--- config.mk ---
export PLATFORM = sky130hd
export DESIGN_NAME = fdsr_front
export DESIGN_NICKNAME = d
export VERILOG_FILES = /design/src/fdsr_pkg.sv /design/src/fdsr_front.sv
export SDC_FILE = /design/constraint.sdc
export NUM_CORES = 1
export LEC_CHECK = 0
export BUFFER_PORTS_ARGS = -buffer_cell sky130_fd_sc_hd__buf_2
export CAP_MARGIN = 30
export CELL_PAD_IN_SITES_DETAIL_PLACEMENT = 0
export CELL_PAD_IN_SITES_GLOBAL_PLACEMENT = 1
export CORE_ASPECT_RATIO = 1.5
export CORE_MARGIN = 2
export CORE_UTILIZATION = 43
export DETAILED_ROUTE_END_ITERATION = 7
export PLACE_DENSITY_LB_ADDON = 0.1
export REMOVE_ABC_BUFFERS = 1
export SLEW_MARGIN = 20
export SYNTH_ARGS = -nofsm -noshare
export SYNTH_HDL_FRONTEND = slang
export SYNTH_SLANG_ARGS = --single-unit
export TNS_END_PERCENT = 30
--- constraint.sdc ---
create_clock -name clock -period 5.7 [get_ports clock]
set_clock_uncertainty 0.05 [all_clocks]
set_input_delay 1.14 -clock clock [delete_from_list [all_inputs] [get_ports clock]]
set_output_delay 1.14 -clock clock [all_outputs]
set_load 0.005 [all_outputs]
--- src/fdsr_pkg.sv ---
// Shared constants, register codes and types of the decrypt scale-and-round block.
package fdsr_pkg;

   // Fixed port widths
   localparam int COEFF_W   = 64;
   localparam int PLAIN_W   = 16;
   localparam int CSR_IDX_W = 3;

   // Default parameter values
   localparam int DEF_COEFF_BITS = 64;
   localparam int DEF_PLAIN_BITS = 16;

   // Register indexes
   typedef enum logic [CSR_IDX_W-1:0] {
      CSR_CIPHER_MODULUS  = 3'd0,
      CSR_SCALE_DELTA     = 3'd1,
      CSR_HALF_DELTA      = 3'd2,
      CSR_UPPER_THRESHOLD = 3'd3,
      CSR_UPPER_INCREMENT = 3'd4
   } csr_index_type;

   // Reset values of the registers
   localparam logic [COEFF_W-1:0] RST_CIPHER_MODULUS  = 64'd2;
   localparam logic [COEFF_W-1:0] RST_SCALE_DELTA     = 64'd1;
   localparam logic [COEFF_W-1:0] RST_HALF_DELTA      = 64'd0;
   localparam logic [COEFF_W-1:0] RST_UPPER_THRESHOLD = 64'd1;
   localparam logic [COEFF_W-1:0] RST_UPPER_INCREMENT = 64'd0;

   // Register file contents; half_delta is held zero-extended
   typedef struct packed {
      logic [COEFF_W-1:0] cipher_modulus;
      logic [COEFF_W-1:0] scale_delta;
      logic [COEFF_W-1:0] half_delta;
      logic [COEFF_W-1:0] upper_threshold;
      logic [COEFF_W-1:0] upper_increment;
   } cfg_type;

endpackage

--- src/fdsr_front.sv ---
// Front stages: rounding offset add, modular reduction and upper-half correction.
module fdsr_front import fdsr_pkg::*; #(
   parameter int COEFF_BITS = DEF_COEFF_BITS
) (
   input  logic                  clock,
   input  logic                  reset,
   input  logic                  advance,
   input  logic                  in_valid,
   input  logic [COEFF_BITS-1:0] in_coeff,
   input  cfg_type               cfg,
   output logic                  out_valid,
   output logic                  out_flag,
   output logic [COEFF_BITS-1:0] out_value
);

   logic [COEFF_BITS-1:0] q_mod;
   logic [COEFF_BITS-1:0] h_off;
   logic [COEFF_BITS-1:0] thr;
   logic [COEFF_BITS-1:0] inc;

   logic                  s1_valid_ff, s1_valid_in;
   logic                  s1_flag_ff,  s1_flag_in;
   logic [COEFF_BITS:0]   s1_sum_ff,   s1_sum_in;
   logic                  s2_valid_ff, s2_valid_in;
   logic                  s2_flag_ff,  s2_flag_in;
   logic [COEFF_BITS-1:0] s2_val_ff,   s2_val_in;
   logic                  s3_valid_ff, s3_valid_in;
   logic                  s3_flag_ff,  s3_flag_in;
   logic [COEFF_BITS-1:0] s3_val_ff,   s3_val_in;

   // Reduce the registers to the working width
   assign q_mod = cfg.cipher_modulus[COEFF_BITS-1:0];
   assign h_off = cfg.half_delta[COEFF_BITS-1:0];
   assign thr   = cfg.upper_threshold[COEFF_BITS-1:0];
   assign inc   = cfg.upper_increment[COEFF_BITS-1:0];

   // Stage 1: flag out-of-range input, add the rounding offset with carry
   always_comb begin
      s1_valid_in = in_valid;
      s1_flag_in  = (in_coeff >= q_mod);
      s1_sum_in   = {1'b0, in_coeff} + {1'b0, h_off};
   end

   // Stage 2: subtract q on carry or when the sum reaches q
   always_comb begin
      s2_valid_in = s1_valid_ff;
      s2_flag_in  = s1_flag_ff;
      if (s1_sum_ff[COEFF_BITS] || (s1_sum_ff[COEFF_BITS-1:0] >= q_mod)) begin
         s2_val_in = s1_sum_ff[COEFF_BITS-1:0] - q_mod;
      end else begin
         s2_val_in = s1_sum_ff[COEFF_BITS-1:0];
      end
   end

   // Stage 3: pull values at or above the upper threshold down by the upper increment
   always_comb begin
      s3_valid_in = s2_valid_ff;
      s3_flag_in  = s2_flag_ff;
      if (s2_val_ff >= thr) begin
         s3_val_in = s2_val_ff - inc;
      end else begin
         s3_val_in = s2_val_ff;
      end
   end

   // Advance valid bits
   always_ff @(posedge clock) begin
      if (reset) begin
         s1_valid_ff <= 1'b0;
         s2_valid_ff <= 1'b0;
         s3_valid_ff <= 1'b0;
      end else if (advance) begin
         s1_valid_ff <= s1_valid_in;
         s2_valid_ff <= s2_valid_in;
         s3_valid_ff <= s3_valid_in;
      end
   end

   // Advance payload
   always_ff @(posedge clock) begin
      if (advance) begin
         s1_flag_ff <= s1_flag_in;
         s1_sum_ff  <= s1_sum_in;
         s2_flag_ff <= s2_flag_in;
         s2_val_ff  <= s2_val_in;
         s3_flag_ff <= s3_flag_in;
         s3_val_ff  <= s3_val_in;
      end
   end

   assign out_valid = s3_valid_ff;
   assign out_flag  = s3_flag_ff;
   assign out_value = s3_val_ff;

endmodule

### Yosys cells after proc, flatten, opt, wreduce, memory -nomap -nowiden

Index checks and enable logic that the tools add are counted.

* flip-flop bits (word level): 199
* input bits: 388
* output and inout port bits: 66
* word-level logic and storage cells: 18

* $add $sub $neg: 3
* $lt $le $gt $ge: 3
* multiplexer cells: 2
* reduce and logical (&&, ||, !) cells: 1

Operators with widths (number)
* $ge A64 B64 Y1: 3
* $mux W64: 2
* $sub A64 B64 Y64: 2
* $add A64 B64 Y65: 1
* $logic_or A1 B1 Y1: 1

### Logic depth before layout (Yosys ltp)

* word-level depth: 3
* depth in mapped cells: 15
* gate-level depth less buffers: 15

### Least setup slack after synthesis

OpenSTA, ideal clock, no wires.

* kind: input-to-reg
* start: input port cfg[256] (netlist bit)
* end: register s2_val_ff[55], data pin
* library setup time: 260 ps
* arrival time: 4277 ps
* data required time: 5390 ps
* slack: 1114 ps
* stages: 14
* path buffers: 1
* cell sequence: ha_1 > fa_1 > nand2b_1 > a21oi_1 > o21ai_0 > a21oi_1 > o21ai_1 > o21a_1 > o21ai_1 > a21bo_2 > a21oi_1 > o41ai_4 > buf_2 > mux2_2

* cells in the longest elaborated chain, start to end: 3
* elaborated cells on any way between the ends: 4
* those cells by class: add/sub: 1; order compare: 1; mux: 1; reduce/logical: 1

RTL lines
* from (decl): RTL line fdsr_front.sv:10 `input cfg_type cfg,`
* $ge A64 B64 Y1: RTL line fdsr_front.sv:48 `if (s1_sum_ff[COEFF_BITS] || (s1_sum_ff[COEFF_BITS-1:0] >= q_mod)) begin`
* $logic_or A1 B1 Y1: RTL line fdsr_front.sv:48
* $mux W64 (*): RTL line fdsr_front.sv:48
* net s2_val_in[55]: RTL line fdsr_front.sv:26 `logic [COEFF_BITS-1:0] s2_val_ff, s2_val_in;`
* to (signal assigned): RTL line fdsr_front.sv:85 `s2_val_ff <= s2_val_in;`
* to (decl): RTL line fdsr_front.sv:26

The timed path passes the listed nets; every way through them passes the cells marked *.
A chain may end at the register's enable or synchronous reset.

### Final worst setup path

* start: input port cfg[256] (netlist bit)
* end: register s2_val_ff[58], data pin

Same word-level chain as after synthesis.

==> impl_metrics.tcl <==
set metrics [dict create \
    outcome "completed" \
    synthFlopType "edfxtp_1" \
    io_pins 454 \
    dr_total_vias 19771 \
    hold_violations 0 \
    firstDrtPassIters 5 \
    utilization_pct 50.0 \
    htreeDepth 4 \
    die_y_um 279 \
    die_area_um2 52400 \
    grt_max_degree 102 \
    vdd_drop_max_v 0.000257 \
    tns_ns 0 \
    timing.hold.ws_ns 0.389 \
    min_from "s1_flag_ff" \
    routed_wl_mm 74.1 \
    synth_edf_count 196 \
    routabilityCongestion 0.938 \
    cts_resized 0 \
    cts_sinks 199 \
    clk_pin_slew_ns 0.07 \
    hold_class "flop to flop" \
    dpl.hpwl_mm 63.7 \
    syn_to_final_growth_pct 14.7 \
    synth_area_per_cell_um2 8.66 \
    wl_per_cell_um 21.0 \
    die_w_um 187 \
    crit_slowest_cell "o41ai_4" \
    synth_area_leaders "edfxtp_1 (27%), ha_1 (18%), a21o_1 (6.6%)" \
    p_leak_nw 12.1 \
    r2r_cells 13 \
    io_buffers 389 \
    drive_gt1_share_pct 18.2 \
    grt_pass1_vias 20960 \
    grt_setup_unrepaired "false" \
    r2r_start "s2_val_ff[4]" \
    min_period_over_period_pct 80.6 \
    largest_reg_flops 65 \
    clock_latency_ns 0.48 \
    drt_iter0_drc 988 \
    crit_chain "buf_2 -> ha_1 -> fa_1 -> nand2b_1 -> a21oi_1 -> o21ai_0 -> a21oi_1 -> buf_4 -> o21ai_1 -> o21a_1 -> o21ai_1 -> a21bo_2 -> a21oi_1 -> o41ai_4 -> buf_4 -> mux2_2" \
    synth_cells 2508 \
    holdBufCountCts 0 \
    p_per_area_nw_per_um2 316 \
    cp_num_buf_inv 3 \
    yosys_warnings 0 \
    root_buffer "clkbuf_16" \
    synthTopCellsByCount "ha_1 (319), a21oi_1 (254), inv_1 (252)" \
    core_um2 49800 \
    synth_area_um2 21700 \
    grt_pass1_wl_mm 113 \
    setup_violations 0 \
    hold_end "s2_flag_ff" \
    path_max_fanout 20 \
    cp-start-kind "input port" \
    nets 3555 \
    r2r-end "out_value[43]" \
    drc 0 \
    ys_ff_latch 199 \
    initial_utilization_pct 43.6 \
    ys_types 71 \
    grt_use_total_pct 28.3 \
    cts_buffers 17 \
    final_max_slew_viol_count 0 \
    cts_tree "yes" \
    synth_top_cell_by_area "edfxtp_1" \
    crit_path_end_kind "flop" \
    yosysMostFrequentCell "ha_1" \
    grt.overflow.total 0 \
    synth.yosys.seq_area_share_pct 27.4 \
    clk_path_buf_depth 2 \
    slowest_delay_ns 0.42 \
    crit_type "input port to flop" \
    cp-startpoint "cfg[256]" \
    yosysTopAreaCellShare_pct 27.1 \
    max_slew_margin_pct 44.3 \
    largest-register "s1_sum_ff" \
    antenna_found_initial 15 \
    worst_ep_required_time_ns 5.88 \
    critPathArrivalTime_ns 4.77 \
    tightest_slew_ns 0.826 \
    synthArstFlopShare_pct 0 \
    core.rowCount 100 \
    min_period_ns 4.60 \
    r2r_slack_ns 1.41 \
    viasPerCell 5.60 \
    fillers 5024 \
    crit_top_cell "a21oi_1" \
    post_cts.repair.setup_buffers 0 \
    fmax_mhz 218 \
    crit_family "compound AO/OA/AOI/OAI gates" \
    min_path_cells 0 \
    drv_cap 0 \
    antenna_left 0 \
]
-- layout by cell type (no fill, tap or decap), types with 8 or more instances in the layout --
cell type,n
a21boi_0,8
xor2_1,64
buf_2,388
clkbuf_16,17
a31oi_1,23
nand4_1,73
nor3_1,28
nand2b_1,30
nor4_1,8
o21bai_1,37
inv_1,252
and4_1,8
buf_4,10
o211ai_1,14
and3_1,20
o21ai_0,185
edfxtp_1,196
o21a_1,22
and2_1,12
nand2_1,190
a21oi_1,254
a21o_1,192
nor2_1,103
a41oi_1,12
ha_1,319
a221o_1,10
xnor2_1,114
a211oi_1,16
nor2b_1,24
mux2_2,64
nand3_1,37
-- area by class of cell --
type	instances	area [µm²]	area share, %
clock inverters	15	144	0.578
diodes	7	17.5	0.0704
repair buffers	401	2070	8.32
inverters	252	946	3.80
well taps	663	830	3.33
multi-input cells	1974	14500	58.3
flip-flops and latches	199	5950	23.9
clock buffers	17	425	1.71
-- worst register-to-register path: cells and delay by family, from the launching register on --
family	cells	cell delay, ns
adder cells (fa/ha/maj)	1	0.46
flip-flops	1	0.49
AO/OA/AOI/OAI	10	2.78
buffers and inverters	1	0.16
AND/OR/NAND/NOR	1	0.10
-- cell families after synthesis --
logic type | synth area share (%)
adder cells (fa/ha/maj) | 18.7
buffers and inverters | 5.83
AO/OA/AOI/OAI | 24.2
multiplexers | 3.70
AND/OR/NAND/NOR | 13.1
XOR/XNOR | 7.18
flip-flops | 27.4
-- metrics by stage --
stage	cells	setup WS, ns	power, W	area (µm²)
2_1_floorplan	2425	-2.32	0.00527	21400
3_3_place_gp	3489	0.677	0.00664	24300
3_5_place_dp	3489	0.607	0.00668	24300
4_1_cts	3521	1.09	0.00792	24900
5_1_grt	3525	0.822	0.00847	24900
6_report	3528	1.10	0.00787	24900
-- metal layers --
metal / part of all wire, % / global-route usage [%]
met5: 0.12 / 0
met3: 3.8 / 4.08
met1: 32 / 24.4
met2: 57 / 59.4
met4: 6.6 / 17.3
-- how the worst max path moves through the flow --
| stage | slack, ns | cells past startpoint | to |
|---|---|---|---|
| final | 1.10 | 16 | s2_val_ff[58] |
| after floorplan | -2.32 | 11 | out_value[63] |
| after detailed placement | 0.61 | 16 | s2_val_ff[58] |
| after global routing | 0.82 | 16 | s2_val_ff[58] |
| after global placement | 0.68 | 16 | s2_val_ff[56] |
| after CTS | 1.09 | 16 | s2_val_ff[58] |
-- power by group --
part / switching, W / total (W) / internal (W)
Clock: 0.000605 / 0.00122 / 0.000611
Combinational: 0.00236 / 0.00416 / 0.00180
Sequential: 0.000328 / 0.00249 / 0.00216
(Power assumes the default switching activity.)
